`src/mcmp_pkg.sv`:
```
// types, codes and constants shared by the midi channel message parser
package mcmp_pkg;

    localparam int unsigned TICK_RATE = 48000;
    localparam int unsigned HOLD_MS   = 15000;
    localparam logic [19:0] TIMEOUT_RESET = 20'(TICK_RATE * HOLD_MS / 1000);

    localparam logic [13:0] CENTER    = 14'h2000;
    localparam logic [13:0] KEEP_LOW  = 14'h007F;
    localparam logic [13:0] KEEP_HIGH = 14'h3F80;

    localparam logic [2:0] TYPE_SYSTEM = 3'h7;
    localparam logic [3:0] SYS_CLOCK   = 4'h8;
    localparam logic [3:0] SYS_START   = 4'hA;

    typedef enum logic [1:0] {
        OP_BYTE    = 2'd0,
        OP_TICK    = 2'd1,
        OP_OVERRUN = 2'd2,
        OP_UNUSED  = 2'd3
    } op_t;

    typedef enum logic [3:0] {
        H_IGNORE, H_OFF_NOTE, H_OFF_VEL, H_ON_NOTE, H_ON_VEL,
        H_CC_NUM, H_CC_SKIP, H_MW_HI, H_MW_LO, H_DAMPER, H_PANIC,
        H_BR_HI, H_BR_LO, H_PRESSURE, H_PW_LSB, H_PW_MSB
    } handler_t;

    typedef enum logic [3:0] {
        EV_NONE     = 4'd0,
        EV_NOTE_ON  = 4'd1,
        EV_NOTE_OFF = 4'd2,
        EV_DAMPER   = 4'd3,
        EV_PANIC    = 4'd4,
        EV_AFTER    = 4'd5,
        EV_PITCH    = 4'd6,
        EV_MODWHEEL = 4'd7,
        EV_BREATH   = 4'd8,
        EV_CLOCK    = 4'd9,
        EV_START    = 4'd10
    } event_t;

    localparam logic [6:0] CC_MW_HI  = 7'd1;
    localparam logic [6:0] CC_BR_HI  = 7'd2;
    localparam logic [6:0] CC_MW_LO  = 7'd33;
    localparam logic [6:0] CC_BR_LO  = 7'd34;
    localparam logic [6:0] CC_DAMPER = 7'd64;
    localparam logic [6:0] CC_SOUND_OFF = 7'd120;
    localparam logic [6:0] CC_NOTES_OFF = 7'd123;

    localparam logic REG_LISTEN  = 1'b0;
    localparam logic REG_TIMEOUT = 1'b1;

    typedef struct packed {
        handler_t    handler;
        logic [6:0]  first_data;
        logic [13:0] modwheel;
        logic [13:0] breath;
        logic [19:0] silence;
    } parse_state_t;

    typedef struct packed {
        logic [3:0]  event_res;
        logic [6:0]  note_number;
        logic [6:0]  value7;
        logic [13:0] pitch_bend;
        logic [13:0] controller14;
    } result_t;

endpackage

```
`src/mcmp_decode.sv`:
```
// combinational decode of one item against the running status state
module mcmp_decode
    import mcmp_pkg::*;
(
    input  parse_state_t state,
    input  logic [1:0]   op,
    input  logic [7:0]   rx_byte,
    input  logic [3:0]   listen_channel,
    input  logic [19:0]  status_timeout,
    output parse_state_t state_next,
    output result_t      result
);

    logic [6:0]  d;
    logic [2:0]  msg_type;
    logic [3:0]  chan;
    logic [19:0] silence_dec;

    assign d           = rx_byte[6:0];
    assign msg_type    = rx_byte[6:4];
    assign chan        = rx_byte[3:0];
    assign silence_dec = state.silence - 20'd1;

    always_comb begin
        state_next = state;
        result     = '0;
        case (op_t'(op))
            OP_BYTE: begin
                state_next.silence = status_timeout;
                if (rx_byte[7]) begin
                    if (msg_type == TYPE_SYSTEM) begin
                        if (chan == SYS_CLOCK) begin
                            result.event_res = EV_CLOCK;
                        end else if (chan == SYS_START) begin
                            result.event_res = EV_START;
                        end
                    end else if (chan == listen_channel) begin
                        case (msg_type)
                            3'd0:    state_next.handler = H_OFF_NOTE;
                            3'd1:    state_next.handler = H_ON_NOTE;
                            3'd3:    state_next.handler = H_CC_NUM;
                            3'd5:    state_next.handler = H_PRESSURE;
                            3'd6:    state_next.handler = H_PW_LSB;
                            default: state_next.handler = H_IGNORE;
                        endcase
                    end else begin
                        state_next.handler = H_IGNORE;
                    end
                end else begin
                    case (state.handler)
                        H_OFF_NOTE: begin
                            state_next.first_data = d;
                            state_next.handler    = H_OFF_VEL;
                        end
                        H_ON_NOTE: begin
                            state_next.first_data = d;
                            state_next.handler    = H_ON_VEL;
                        end
                        H_OFF_VEL, H_ON_VEL: begin
                            // note on with zero velocity counts as note off
                            result.event_res = (state.handler == H_ON_VEL && d != 7'd0)
                                             ? EV_NOTE_ON : EV_NOTE_OFF;
                            result.note_number = state.first_data;
                            result.value7      = d;
                            state_next.handler = (state.handler == H_ON_VEL)
                                               ? H_ON_NOTE : H_OFF_NOTE;
                        end
                        H_CC_NUM: begin
                            state_next.first_data = d;
                            if (d == CC_MW_HI) begin
                                state_next.handler = H_MW_HI;
                            end else if (d == CC_MW_LO) begin
                                state_next.handler = H_MW_LO;
                            end else if (d == CC_BR_HI) begin
                                state_next.handler = H_BR_HI;
                            end else if (d == CC_BR_LO) begin
                                state_next.handler = H_BR_LO;
                            end else if (d == CC_DAMPER) begin
                                state_next.handler = H_DAMPER;
                            end else if (d inside {CC_SOUND_OFF, CC_NOTES_OFF}) begin
                                state_next.handler = H_PANIC;
                            end else begin
                                state_next.handler = H_CC_SKIP;
                            end
                        end
                        H_CC_SKIP: begin
                            state_next.handler = H_CC_NUM;
                        end
                        H_MW_HI, H_MW_LO: begin
                            if (state.handler == H_MW_HI) begin
                                state_next.modwheel = (state.modwheel & KEEP_LOW) | {d, 7'd0};
                            end else begin
                                state_next.modwheel = (state.modwheel & KEEP_HIGH) | {7'd0, d};
                            end
                            result.event_res    = EV_MODWHEEL;
                            result.controller14 = state_next.modwheel;
                            state_next.handler  = H_CC_NUM;
                        end
                        H_BR_HI, H_BR_LO: begin
                            if (state.handler == H_BR_HI) begin
                                state_next.breath = (state.breath & KEEP_LOW) | {d, 7'd0};
                            end else begin
                                state_next.breath = (state.breath & KEEP_HIGH) | {7'd0, d};
                            end
                            result.event_res    = EV_BREATH;
                            result.controller14 = state_next.breath;
                            state_next.handler  = H_CC_NUM;
                        end
                        H_DAMPER: begin
                            result.event_res   = EV_DAMPER;
                            result.value7      = d;
                            state_next.handler = H_CC_NUM;
                        end
                        H_PANIC: begin
                            result.event_res   = EV_PANIC;
                            state_next.handler = H_CC_NUM;
                        end
                        H_PRESSURE: begin
                            result.event_res = EV_AFTER;
                            result.value7    = d;
                        end
                        H_PW_LSB: begin
                            state_next.first_data = d;
                            state_next.handler    = H_PW_MSB;
                        end
                        H_PW_MSB: begin
                            result.event_res   = EV_PITCH;
                            result.pitch_bend  = {d, state.first_data} - CENTER;
                            state_next.handler = H_PW_LSB;
                        end
                        default: begin
                        end
                    endcase
                end
            end
            OP_TICK: begin
                if (state.silence != 20'd0) begin
                    state_next.silence = silence_dec;
                    if (silence_dec == 20'd0) begin
                        state_next.handler = H_IGNORE;
                    end
                end
            end
            OP_OVERRUN: begin
                result.event_res = EV_PANIC;
            end
            default: begin
            end
        endcase
    end

endmodule

```
`src/midi_channel_message_parser.sv`:
```
// midi channel message parser: input register, decode, result register
// a result shows on m_tvalid once its item has passed the input register and the decode into the result register
// throughput: one item per cycle while m_tready is high, one result per item, no bubbles
// a waiting result lets the input register take one more item, then s_tready drops
// reset (synchronous, aresetn low) empties both registers, sets the parser
// to ignore data with zeroed values and loads the register defaults
module midi_channel_message_parser
    import mcmp_pkg::*;
(
    input  logic        aclk,
    input  logic        aresetn,
    // slave side
    input  logic        s_tvalid,
    output logic        s_tready,
    input  logic [7:0]  s_tdata,   // [7:0] rx_byte
    input  logic [1:0]  s_tuser,   // [1:0] op
    // master side
    output logic        m_tvalid,
    input  logic        m_tready,
    output logic [47:0] m_tdata,   // [6:0] note_number, [13:7] value7,
                                   // [27:14] pitch_bend, [41:28] controller14, rest zero
    output logic [3:0]  m_tuser,   // [3:0] event_res
    // configuration
    input  logic        psel,
    input  logic        penable,
    input  logic        pwrite,
    input  logic [2:0]  paddr,
    input  logic [31:0] pwdata,
    output logic [31:0] prdata,
    output logic        pready
);

    logic         in_valid_reg;
    logic [1:0]   in_op_reg;
    logic [7:0]   in_byte_reg;
    logic         out_valid_reg;
    result_t      out_reg;
    parse_state_t state_reg;
    parse_state_t state_next;
    result_t      result;
    logic [3:0]   listen_reg;
    logic [19:0]  timeout_reg;
    logic         advance;
    logic         cfg_write;

    assign advance   = in_valid_reg && (!out_valid_reg || m_tready);
    assign s_tready  = !in_valid_reg || advance;
    assign pready    = 1'b1;
    assign cfg_write = psel && penable && pwrite;

    mcmp_decode u_decode (
        .state          (state_reg),
        .op             (in_op_reg),
        .rx_byte        (in_byte_reg),
        .listen_channel (listen_reg),
        .status_timeout (timeout_reg),
        .state_next     (state_next),
        .result         (result)
    );

    always_ff @(posedge aclk) begin
        if (!aresetn) begin
            in_valid_reg  <= 1'b0;
            out_valid_reg <= 1'b0;
            state_reg     <= '{handler: H_IGNORE, default: '0};
        end else begin
            if (s_tready) begin
                in_valid_reg <= s_tvalid;
            end
            if (advance) begin
                out_valid_reg <= 1'b1;
                state_reg     <= state_next;
            end else if (m_tready) begin
                out_valid_reg <= 1'b0;
            end
        end
    end

    always_ff @(posedge aclk) begin
        if (s_tready && s_tvalid) begin
            in_op_reg   <= s_tuser;
            in_byte_reg <= s_tdata;
        end
        if (advance) begin
            out_reg <= result;
        end
    end

    always_ff @(posedge aclk) begin
        if (!aresetn) begin
            listen_reg  <= 4'd0;
            timeout_reg <= TIMEOUT_RESET;
        end else if (cfg_write) begin
            if (paddr[2] == REG_LISTEN) begin
                listen_reg <= pwdata[3:0];
            end else begin
                timeout_reg <= pwdata[19:0];
            end
        end
    end

    always_comb begin
        if (paddr[2] == REG_TIMEOUT) begin
            prdata = {12'd0, timeout_reg};
        end else begin
            prdata = {28'd0, listen_reg};
        end
    end

    assign m_tvalid = out_valid_reg;
    assign m_tuser  = out_reg.event_res;
    assign m_tdata  = {6'd0, out_reg.controller14, out_reg.pitch_bend,
                       out_reg.value7, out_reg.note_number};

endmodule

```
`config.mk`:
```
export PLATFORM = sky130hd
export DESIGN_NAME = midi_channel_message_parser
export DESIGN_NICKNAME = d
export VERILOG_FILES = /design/src/mcmp_pkg.sv /design/src/mcmp_decode.sv /design/src/midi_channel_message_parser.sv
export SDC_FILE = /design/constraint.sdc
export NUM_CORES = 1
export LEC_CHECK = 0
export BUFFER_PORTS_ARGS = -buffer_cell sky130_fd_sc_hd__buf_2
export CORE_ASPECT_RATIO = 0.5
export CORE_UTILIZATION = 60
export CTS_BUF_LIST = sky130_fd_sc_hd__clkbuf_4
export DETAILED_ROUTE_END_ITERATION = 7
export GPL_TIMING_DRIVEN = 0
export PLACE_DENSITY = 0.84
export SKIP_CTS_REPAIR_TIMING = 1
export SKIP_LAST_GASP = 1
export SYNTH_ARGS = -nofsm -noshare
export SYNTH_HDL_FRONTEND = slang
export SYNTH_SLANG_ARGS = --single-unit
export TNS_END_PERCENT = 30
```
`constraint.sdc`:
```
create_clock -name aclk -period 5.12 [get_ports aclk]
set_input_delay 0.256 -clock aclk [delete_from_list [all_inputs] [get_ports aclk]]
set_output_delay 0.256 -clock aclk [all_outputs]
set_load 0.05 [all_outputs]
```
==> results.json <==
{
  "largest_reg_flops": 59,
  "drt_iter0_drc": 754,
  "worstSetupPathType": "register to register",
  "placed_cells_incl_taps": 1099,
  "syn_to_final_growth_pct": 18.8,
  "initial_core_util_pct": 61.8,
  "drc": 0,
  "synth_top_area_share_pct": 23.3,
  "placementRows": 28,
  "fin_util_pct": 73.3,
  "die_h_um": 80.1,
  "cts.sinks": 141,
  "yosysMostFrequentCell": "nand2_1",
  "arrival_ns": 3.25,
  "min_period_ns": 2.83,
  "synth_seq_cells": 141,
  "cap_violations": 0,
  "path_clk_slew_ns": 0.13,
  "synthesis.area_sq_um": 7310,
  "r2r_setup_slack_ns": 2.29,
  "r2r_start": "state_reg[0]",
  "grt_pass1_vias": 5876,
  "power.density_nw_per_um2": 267,
  "crit_path_end": "state_reg[56]",
  "viasPerCell": 5.78,
  "syn_inst": 812,
  "core_sq_um": 11800,
  "clk_latency_ns": 0.56,
  "reg2reg_depth": 8,
  "clockRootBuffer": "clkbuf_4",
  "status": "finished, final reports clean",
  "hold_viol_final": 0,
  "cts_buffers": 17,
  "syn_area_per_cell_sq_um": 9.01,
  "grt_start_max_net_pins": 47,
  "gp_congestion": 0.942,
  "seq_area_frac_synth_pct": 46.3,
  "synth_cell_types": 73,
  "ios": 139,
  "nets": 1039,
  "grt_pass1_wl_mm": 29.1,
  "fin_crit_sh_pct": 55.2,
  "finClkSkew_ns": 0.0194,
  "totalWireLength_mm": 19.5,
  "hold_class": "input port to register",
  "cts_tree": "done",
  "synth-async-reset-ratio_pct": 0,
  "clockBufferDepth": 2,
  "cp-end-kind": "register",
  "crit_fanout": 8,
  "ys_warn_count": 0,
  "fmaxAchievable_mhz": 354,
  "overflow": 0,
  "dpl.hpwl_mm": 13.0,
  "io_buffers": 105,
  "antenna_found_initial": 1,
  "finalSetupViolCount": 0,
  "worstSetupStartpointType": "register",
  "drive_above_1_share_pct": 21.3,
  "peakVddDrop_mv": 0.136,
  "r2r_end": "state_reg[56]",
  "critical_path.startpoint": "state_reg[0]",
  "tightestPinTransition_ns": 0.936,
  "grtUsageTotal_pct": 30.1,
  "rsz0062_at_grt": "no",
  "p_leak_nw": 3.44,
  "die_w_um": 158,
  "finalSetupTns_ns": 0,
  "dr_total_vias": 6719,
  "post_drt_wl_per_cell_um": 16.7,
  "synthTopCellsByCount": "nand2_1 (116), dfxtp_1 (85), nor2_1 (73), a21oi_1 (62), edfxtp_1 (56)",
  "die_area_sq_um": 12700,
  "relSlewSlack_pct": 37.5,
  "drv_slew": 0,
  "cts-htree-levels": 4,
  "synthFlopType": "dfxtp_1",
  "dr.pass1.iters": 6,
  "synth_edf_count": 56,
  "synth_top_area_cell": "dfxtp_1",
  "stdcell_count": 1163,
  "synth.area.top_cells": "dfxtp_1 (23%), edfxtp_1 (23%), nand2_1 (6.0%)",
  "ant_nets": 0,
  "min-delay-start": "m_tready",
  "required_ns": 5.54
}
-- per-stage QoR --
| step | area, sq um | hold WS [ns] | setup WS [ns] | power [mW] |
|---|---|---|---|---|
| 4_1_cts | 8370 | -0.138 | 2.45 | 2.28 |
| 3_5_place_dp | 8110 | 0.434 | 2.45 | 1.62 |
| 3_3_place_gp | 8110 | 0.432 | 2.48 | 1.62 |
| 5_1_grt | 8680 | 0.0442 | 2.15 | 2.39 |
| 2_1_floorplan | 7380 | 0.355 | 2.97 | 1.53 |
| 6_report | 8680 | 0.0143 | 2.29 | 2.32 |
-- layout by cell type, fill, tap and decap left out, types with 5 or more instances in the layout --
cell / count
nand2_1: 116
dlygate4sd3_1: 31
nand2b_1: 9
a22oi_1: 12
clkbuf_1: 33
inv_1: 11
inv_6: 5
dfxtp_1: 85
edfxtp_1: 56
a211oi_1: 14
nand3_1: 30
buf_2: 121
and2_1: 47
nor4_1: 8
or3_1: 6
buf_4: 25
a31oi_1: 6
nor2_1: 73
o21ai_0: 27
mux2i_1: 31
a21oi_1: 62
clkbuf_4: 17
nor2b_1: 7
o22ai_1: 18
xor2_1: 12
conb_1: 19
nor3_1: 15
-- worst max-delay path, stage by stage, from the launching register on --
cell       delay, ns
dfxtp_1         0.42
inv_1           0.17
ha_1            0.29
nor3b_2         0.51
o2111ai_1       0.19
a211oi_1        0.26
o211ai_1        0.15
nor4_2          0.52
o221ai_1        0.18
-- how the worst min path moves through the flow --
stage	end	slack, ns	cells after the start
after floorplan	in_byte_reg[0]	0.35	0
after global placement	in_byte_reg[5]	0.43	1
after detailed placement	in_byte_reg[3]	0.43	1
after CTS	in_byte_reg[3]	-0.14	1
after global routing	m_tvalid	0.04	3
final	m_tvalid	0.01	3
-- power breakdown --
| part | leakage (nW) | switching, mW | internal [mW] |
|---|---|---|---|
| clock | 0.141 | 0.444 | 0.247 |
| sequential | 1.23 | 0.0232 | 1.20 |
| combinational | 2.07 | 0.283 | 0.127 |
| total | 3.44 | 0.750 | 1.57 |
-- cell families after synthesis --
kind of cell / Yosys count / synth area share [%]
simple gates: 353 / 25.1
compound gates: 172 / 14.9
flops: 141 / 46.3
buf+inv: 94 / 6.79
mux: 35 / 4.86
xor+xnor: 12 / 1.44
fa+ha+maj: 3 / 0.513
other cells: 2 / 0.103
-- area by class of cell --
cell class,instances,area (sq um)
antenna,1,2.50
clock inverter,15,135
multi-input combinational,594,3500
tap,165,206
inverter,12,45.0
fill,912,3160
clock buffer,17,128
buffer,82,452
timing repair buffer,136,836
sequential,141,3380
-- routing by layer --
metal  GRT usage [%]  wire (um)
met1            40.5       8380
met3            5.61       1720
met5               0          0
met4            12.3        449
met2            48.1       8910
No activity file was read; power rests on OpenSTA's default activity.
